**config.mk**
```make
export PLATFORM = sky130hd
export DESIGN_NAME = dis_ctrl
export DESIGN_NICKNAME = d
export VERILOG_FILES = /design/src/hw/rtl/disjoint_interval_set_top_assert.svh /design/src/hw/rtl/dis_pkg.sv /design/src/hw/rtl/dis_ctrl.sv
export SDC_FILE = /design/constraint.sdc
export NUM_CORES = 1
export LEC_CHECK = 0
export ABC_AREA = 1
export BUFFER_PORTS_ARGS = -buffer_cell sky130_fd_sc_hd__buf_2
export CORE_AREA = 8 8 45 47
export CTS_CLUSTER_DIAMETER = 30
export DETAILED_ROUTE_END_ITERATION = 10
export DIE_AREA = 0 0 53 55
export GPL_ROUTABILITY_DRIVEN = 0
export PLACE_DENSITY_LB_ADDON = 0.12
export SLEW_MARGIN = 20
export SYNTH_ARGS = -nofsm -noshare
export SYNTH_HDL_FRONTEND = slang
export SYNTH_SLANG_ARGS = --single-unit
```
**constraint.sdc**
```tcl
create_clock -name clk_i -period 1.2 [get_ports clk_i]
set_input_delay 0.12 -clock clk_i [delete_from_list [all_inputs] [get_ports clk_i]]
set_output_delay 0.12 -clock clk_i [all_outputs]
set_load 0.005 [all_outputs]
```
**src/hw/rtl/disjoint_interval_set_top_assert.svh**
```systemverilog
// Assertion macros for the disjoint interval set block.
// Used by disjoint_interval_set_top; expects clk_i and rst_ni in scope.
`ifndef DISJOINT_INTERVAL_SET_TOP_ASSERT_SVH
`define DISJOINT_INTERVAL_SET_TOP_ASSERT_SVH

// Same-cycle implication.
`define DIS_ASSERT_IMP(lbl, ante, cons) \
  lbl: assert property (@(posedge clk_i) disable iff (!rst_ni) (ante) |-> (cons)) \
    else $error("assertion failed");

// Next-cycle implication.
`define DIS_ASSERT_NXT(lbl, ante, cons) \
  lbl: assert property (@(posedge clk_i) disable iff (!rst_ni) (ante) |=> (cons)) \
    else $error("assertion failed");

`endif

```
**src/hw/rtl/dis_pkg.sv**
```systemverilog
// Shared constants, status codes and controller/datapath interface types
// for the disjoint interval set block. No dependencies.
`timescale 1ns / 1ps

package dis_pkg;

  localparam int unsigned MaxIntervals = 32;
  localparam int unsigned ValueBits    = 16;
  localparam int unsigned IdxW         = $clog2(MaxIntervals);
  localparam int unsigned CntW         = $clog2(MaxIntervals + 1);

  localparam logic [2:0] ST_PRESENT  = 3'd0;
  localparam logic [2:0] ST_NEW      = 3'd1;
  localparam logic [2:0] ST_EXT_LOW  = 3'd2;
  localparam logic [2:0] ST_EXT_HIGH = 3'd3;
  localparam logic [2:0] ST_MERGED   = 3'd4;
  localparam logic [2:0] ST_FULL     = 3'd5;
  localparam logic [2:0] ST_LIST     = 3'd6;
  localparam logic [2:0] ST_EMPTY    = 3'd7;

  localparam logic CMD_ADD  = 1'b0;
  localparam logic CMD_LIST = 1'b1;

  typedef enum logic [3:0] {
    S_IDLE = 4'b0001,
    S_CMP  = 4'b0010,
    S_UPD  = 4'b0100,
    S_LIST = 4'b1000
  } ctrl_state_e;

  typedef struct packed {
    logic capture;    // take the input transfer
    logic decide;     // register the compare result
    logic commit;     // update the table and present the add result
    logic list_load;  // present the next listed interval
  } dp_cmd_t;

  typedef struct packed {
    logic            is_list;
    logic            out_free;
    logic            list_done;
    logic [CntW-1:0] count;
  } dp_sts_t;

endpackage

```
**src/hw/rtl/dis_ctrl.sv**
```systemverilog
// Controller state machine of the disjoint interval set block.
// Depends on dis_pkg; drives dis_datapath through dp_cmd_t.
`timescale 1ns / 1ps

module dis_ctrl (
  input  logic             clk_i,
  input  logic             rst_ni,
  input  logic             in_valid_i,
  output logic             in_ready_o,
  input  dis_pkg::dp_sts_t sts_i,
  output dis_pkg::dp_cmd_t cmd_o
);
  import dis_pkg::*;

  ctrl_state_e state_q, state_d;

  always_comb begin
    state_d    = state_q;
    cmd_o      = '0;
    in_ready_o = 1'b0;
    case (state_q)
      S_IDLE: begin
        in_ready_o = 1'b1;
        if (in_valid_i) begin
          cmd_o.capture = 1'b1;
          state_d       = S_CMP;
        end
      end
      S_CMP: begin
        cmd_o.decide = 1'b1;
        state_d      = sts_i.is_list ? S_LIST : S_UPD;
      end
      S_UPD: begin
        if (sts_i.out_free) begin
          cmd_o.commit = 1'b1;
          state_d      = S_IDLE;
        end
      end
      S_LIST: begin
        if (sts_i.out_free) begin
          cmd_o.list_load = 1'b1;
          if (sts_i.list_done) begin
            state_d = S_IDLE;
          end
        end
      end
      default: begin
        state_d = S_IDLE;
      end
    endcase
  end

  always_ff @(posedge clk_i or negedge rst_ni) begin
    if (!rst_ni) begin
      state_q <= S_IDLE;
    end else begin
      state_q <= state_d;
    end
  end

endmodule

```
==> results of run 1 <==
==> cells in the mapped netlist <==
cell	count
nor2_2	1
and2_1	1
o22ai_1	1
nand3_1	5
inv_1	8
nor2_1	8
nand2_1	9
dfstp_2	1
dfrtp_1	3
==> per-layer routing <==
metal  up-vias  global-route usage  routed length (um)
met4         0              0.0388                   0
met2         6              0.0820                 364
met5         -                   0                   0
met3         0              0.0214                  61
met1       134              0.0536                 270
li1        162                   -                   -
==> final timing paths <==
check                                            start                      to  cells past startpoint
worst max-delay path            state_q[0]$_DFFE_PN1P_                cmd_o[3]                      6
worst min-delay path                          sts_i[7]  state_q[2]$_DFFE_PN0P_                      2
worst max register to register  state_q[0]$_DFFE_PN1P_  state_q[3]$_DFFE_PN0P_                     11
worst min register to register  state_q[3]$_DFFE_PN0P_  state_q[3]$_DFFE_PN0P_                      3
max in group asynchronous                       rst_ni  state_q[0]$_DFFE_PN1P_                      2
min in group asynchronous                       rst_ni  state_q[3]$_DFFE_PN0P_                      2
==> area by class of cell <==
cell class / instances / area, um2
Multi-Input combinational cell: 25 / 150
Clock buffer: 4 / 26.3
Inverter: 8 / 30.0
Sequential cell: 4 / 101
Timing Repair Buffer: 22 / 156
Fill cell: 154 / 900
Tap cell: 16 / 20.0
==> logic make-up (layout without fill, tap and decap cells) <==
family	count (synthesis)	after routing	share of synthesized area
buf+inv	8	34	0.126
flops	4	4	0.424
compound gates	1	1	0.0262
simple gates	24	24	0.424
==> timing repair <==
action,CTS,global route
pin swaps,3,6
gates resized for setup,6,12
setup buffers,8,7
endpoints found under the hold margin,4,0
endpoints found under the setup margin,5,7
hold buffers,1,0
==> stage by stage <==
stage	setup TNS (ns)	cell area (um2)	worst slack, ns	total power (W)
2_1_floorplan	0	239	0.0952	0.000432
3_3_place_gp	-0.0166	309	-0.0166	0.000551
3_5_place_dp	-0.0208	309	-0.0208	0.000541
4_1_cts	-0.913	419	-0.213	0.000997
5_1_grt	-1.11	484	-0.259	0.00127
6_report	-0.624	484	-0.179	0.00117
==> power groups by stage <==
stage                     combinational (W)  clock (W)  sequential (W)
after floorplan                    0.000210          0        0.000221
after global placement             0.000324          0        0.000226
after detailed placement           0.000315          0        0.000226
after CTS                          0.000577   0.000191        0.000228
after global routing               0.000836   0.000194        0.000245
final                              0.000752   0.000180        0.000241
==> worst max-delay path, stage by stage, from the launching register on <==
cell and delay [ns]:
dfstp_2 0.52, inv_2 0.05, nor2_4 0.08, and2_4 0.16, inv_2 0.03, nor2_1 0.08
buf_2 0.11
==> results.json, run 1 <==
{
  "pwr-share-seq": 0.206,
  "antenna_found_initial": 0,
  "hp-class": "input pin to flop",
  "yosys_warnings": 0,
  "cts_buffer_depth": 2,
  "switching_share": 0.350,
  "synthCells": 37,
  "min_period_over_period": 1.15,
  "cts.sinks": 4,
  "p_switching_w": 0.000410,
  "syn_avg_cell_area_um2": 6.46,
  "drc": 0,
  "powerDensity_nw_per_um2": 2420,
  "clk_latency_ns": 0.23,
  "reg2reg_slack_ns": -0.10,
  "core_area_um2": 1380,
  "cts_buffers": 3,
  "synth_nets": 49,
  "final_cell_mix": "buf_2 (9), buf_4 (9), nand2_1 (7)",
  "worstPathArrival_ns": 1.26,
  "track_usage": 0.0515,
  "p_int_w": 0.000762,
  "ys_seq_area_frac": 0.424,
  "drv_cap": 0,
  "io_buffers": 10,
  "finalSetupViolCount": 7,
  "n_antenna_cell": 0,
  "synth_top_area_share": 0.314,
  "tritoncts": "yes",
  "pwr-share-clk": 0.153,
  "largest_reg_flops": 4,
  "synth_area_um2": 239,
  "dr.first_iter.drc_count": 1,
  "largest_register": "state_q",
  "worst_pin_slew_ns": 0.217,
  "cts_htree_levels": 1,
  "area_delta_synth_final_pct": 103,
  "slew_violations": 0,
  "nNetsFinal": 76,
  "required_ns": 1.08,
  "routed_wl_um": 696,
  "drive_above_1_share": 0.603,
  "critPathLaunchType": "flop",
  "path_max_fanout": 3,
  "grt_pass1_wl_um": 1070,
  "io-pin-count": 17,
  "hold_violations": 0,
  "via_per_inst": 3.82,
  "worst_slack_ns": -0.179,
  "root_buffer": "clkbuf_4",
  "outcome": "finished, violations left",
  "die_h_um": 55,
  "clkTransAtPathRegs_ns": 0.04,
  "clock_skew_ns": 0.00574,
  "max_freq_ghz": 0.725,
  "dr.pass1.iters": 4,
  "path_class": "flop to output port",
  "synth_top_area_cell": "dfrtp_1",
  "die_x_um": 53,
  "fin_crit_ns": 1.38,
  "routedWlPerCell_um": 8.81,
  "relSlewSlack": 0.855,
  "reg.largest.list": "state_q: 4 flops",
  "ys_ff_latch": 4,
  "endpoint_kind": "output port",
  "rows": 14,
  "peakVddDrop_v": 0.000732,
  "grt-ovfl-total": 0,
  "routed-via-count": 302,
  "synth_area_leaders": "dfrtp_1 (31%), nand2_1 (14%), inv_1 (13%)",
  "netlist-cell-type-count": 9,
  "violations": "negative setup slack",
  "grt_pass1_vias": 288,
  "place_hpwl_um": 521,
  "leakage_nw": 0.275,
  "rsz0062_at_grt": "true",
  "stdcell_count": 79,
  "place_inst": 63,
  "grt_max_degree": 5,
  "ant_nets": 0,
  "final_core_util": 0.350,
  "start_util": 0.173,
  "pwr-share-comb": 0.641,
  "whs_ns": 0.0905,
  "dieArea_um2": 2920
}
Note: power is estimated with default switching activity, not from simulation.
==> run 2: changes to the inputs <==
--- a/config.mk
+++ b/config.mk
@@ -12,7 +12,7 @@
 export DETAILED_ROUTE_END_ITERATION = 10
 export DIE_AREA = 0 0 53 55
 export GPL_ROUTABILITY_DRIVEN = 0
-export PLACE_DENSITY_LB_ADDON = 0.12
+export PLACE_DENSITY = 0.44
 export SLEW_MARGIN = 20
 export SYNTH_ARGS = -nofsm -noshare
 export SYNTH_HDL_FRONTEND = slang
==> run 2 against run 1 <==
The flow still finishes with violations (negative setup slack); hold slack better by 0.0032 ns; maximum frequency is 3.3% higher; core utilization fell by 2.9 points; sequential power is essentially flat; wire length shrank 3.2%; setup slack improved by 0.044 ns; flip-flop and latch count is the same; final cell count shrank 5.1%; clock skew shrank 0.0018 ns; register-to-register slack improved by 0.06 ns; first-iteration DRC count up 100%; clock-buffer cell count is the same; critical path type unchanged.
==> results.json, run 2 (synthesized netlist as in run 1, its figures left out) <==
{
  "outcome": "finished, violations left",
  "violations": "negative setup slack",
  "endpoint_kind": "output port",
  "clock_skew_ns": 0.00397,
  "die_h_um": 55,
  "pwr-share-seq": 0.220,
  "rows": 14,
  "switching_share": 0.352,
  "root_buffer": "clkbuf_4",
  "leakage_nw": 0.258,
  "min_period_over_period": 1.11,
  "drc": 0,
  "rsz0062_at_grt": "true",
  "whs_ns": 0.0937,
  "crit_path_cell_trace": "inv_2 > nor2_4 > and2_4 > inv_2 > nor2_2 > buf_2",
  "place_area_um2": 317,
  "routed-via-count": 291,
  "cts_htree_levels": 1,
  "path_max_fanout": 2,
  "grt_pass1_vias": 303,
  "dr.pass1.iters": 2,
  "relSlewSlack": 0.888,
  "grt-ovfl-total": 0,
  "routed_wl_um": 674,
  "worstPathArrival_ns": 1.21,
  "p_switching_w": 0.000381,
  "area_delta_synth_final_pct": 85.9,
  "via_per_inst": 3.88,
  "start_util": 0.173,
  "core_area_um2": 1380,
  "slew_violations": 0,
  "critPathSlowestCell": "dfstp_2",
  "track_usage": 0.0542,
  "largest_reg_flops": 4,
  "place_inst": 64,
  "io_buffers": 10,
  "ant_nets": 0,
  "cpPeakStageDelay_ns": 0.52,
  "min_path_cells": 2,
  "fill_cells": 162,
  "worst_pin_slew_ns": 0.167,
  "regArea_um2": 101,
  "critPathLaunchType": "flop",
  "cts_buffer_depth": 2,
  "hold_violations": 0,
  "cp_common_cell": "inv_2",
  "stdcell_count": 75,
  "final_cell_mix": "buf_2 (9), nand2_1 (8), nor2_1 (5), buf_4 (5)",
  "dieArea_um2": 2920,
  "antenna_found_initial": 0,
  "setup-tns-final_ns": -0.498,
  "multi_input_comb_area_um2": 140,
  "reg.largest.list": "state_q: 4 flops",
  "worst_slack_ns": -0.134,
  "cts.sinks": 4,
  "io-pin-count": 17,
  "n_antenna_cell": 0,
  "finalSetupViolCount": 7,
  "clk_latency_ns": 0.23,
  "p_int_w": 0.000701,
  "r2r_cells": 10,
  "nNetsFinal": 72,
  "tritoncts": "yes",
  "layout_commonest_cell": "buf_2",
  "hp-class": "input pin to flop",
  "cts_buffers": 3,
  "powerDensity_nw_per_um2": 2440,
  "required_ns": 1.08,
  "drive_above_1_share": 0.559,
  "routedWlPerCell_um": 8.99,
  "path_class": "flop to output port",
  "dr.first_iter.drc_count": 2,
  "pwr-share-comb": 0.615,
  "clkTransAtPathRegs_ns": 0.04,
  "largest_register": "state_q",
  "place_hpwl_um": 503,
  "fin_crit_ns": 1.33,
  "grt_pass1_wl_um": 1100,
  "drv_cap": 0,
  "pwr-share-clk": 0.166,
  "max_freq_ghz": 0.749,
  "die_x_um": 53,
  "final_core_util": 0.321,
  "fin_area_um2": 444,
  "peakVddDrop_v": 0.000864,
  "grt_max_degree": 5
}
run 2: cell count changes in the layout (fill, tap and decap cells not counted), sizes merged:
| cell | previous run | this run |
|---|---|---|
| buf | 21 | 17 |
run 2: critical path, delay by kind of cell (launching register included):
family / cells / cell delay, ns
and+or+nand+nor: 3 / 0.26
DFF: 1 / 0.52
buffers and inverters: 3 / 0.19
run 2: per-layer routing:
layer | up-vias | routed length [um] | GRT usage
met5 | - | 0 | 0
li1 | 156 | - | -
met2 | 4 | 381 | 0.0898
met4 | 0 | 7 | 0.0647
met1 | 129 | 257 | 0.0427
met3 | 2 | 27 | 0.0267
run 2: repair_timing:
item,in CTS,in global routing
hold buffers,1,0
endpoints found under the hold margin,4,0
pin swaps,4,4
setup endpoints to repair,5,8
resized for setup,7,9
buffers inserted,4,2
run 2: power groups by stage:
stage,Combinational [W],Clock (W),Sequential (W)
floorplan,0.000210,0,0.000221
global placement,0.000345,0,0.000225
detailed placement,0.000346,0,0.000226
CTS,0.000539,0.000191,0.000229
global route,0.000742,0.000210,0.000244
finish,0.000665,0.000179,0.000238
run 2: layout make-up:
| cell class | instances | area share |
|---|---|---|
| multi-input combinational | 25 | 0.315 |
| tap | 16 | 0.0451 |
| inverter | 8 | 0.0676 |
| timing repair buffer | 18 | 0.285 |
| clock buffer | 4 | 0.0592 |
| sequential | 4 | 0.228 |
run 2: worst paths after layout:
kind,slack [ns],start,endpoint
max in group asynchronous,0.78,rst_ni,state_q[0]$_DFFE_PN1P_
hold / removal,0.09,sts_i[7],state_q[2]$_DFFE_PN0P_
setup / recovery,-0.13,state_q[0]$_DFFE_PN1P_,cmd_o[3]
hold reg to reg,0.55,state_q[3]$_DFFE_PN0P_,state_q[3]$_DFFE_PN0P_
setup reg to reg,-0.04,state_q[0]$_DFFE_PN1P_,state_q[3]$_DFFE_PN0P_
min in group asynchronous,0.21,rst_ni,state_q[3]$_DFFE_PN0P_
run 2: metrics by stage:
step / worst slack, ns / total power (W)
4_1_cts: -0.212 / 0.000959
2_1_floorplan: 0.0952 / 0.000432
6_report: -0.134 / 0.00108
3_3_place_gp: 0.0254 / 0.000570
5_1_grt: -0.254 / 0.00120
3_5_place_dp: 0.0325 / 0.000572
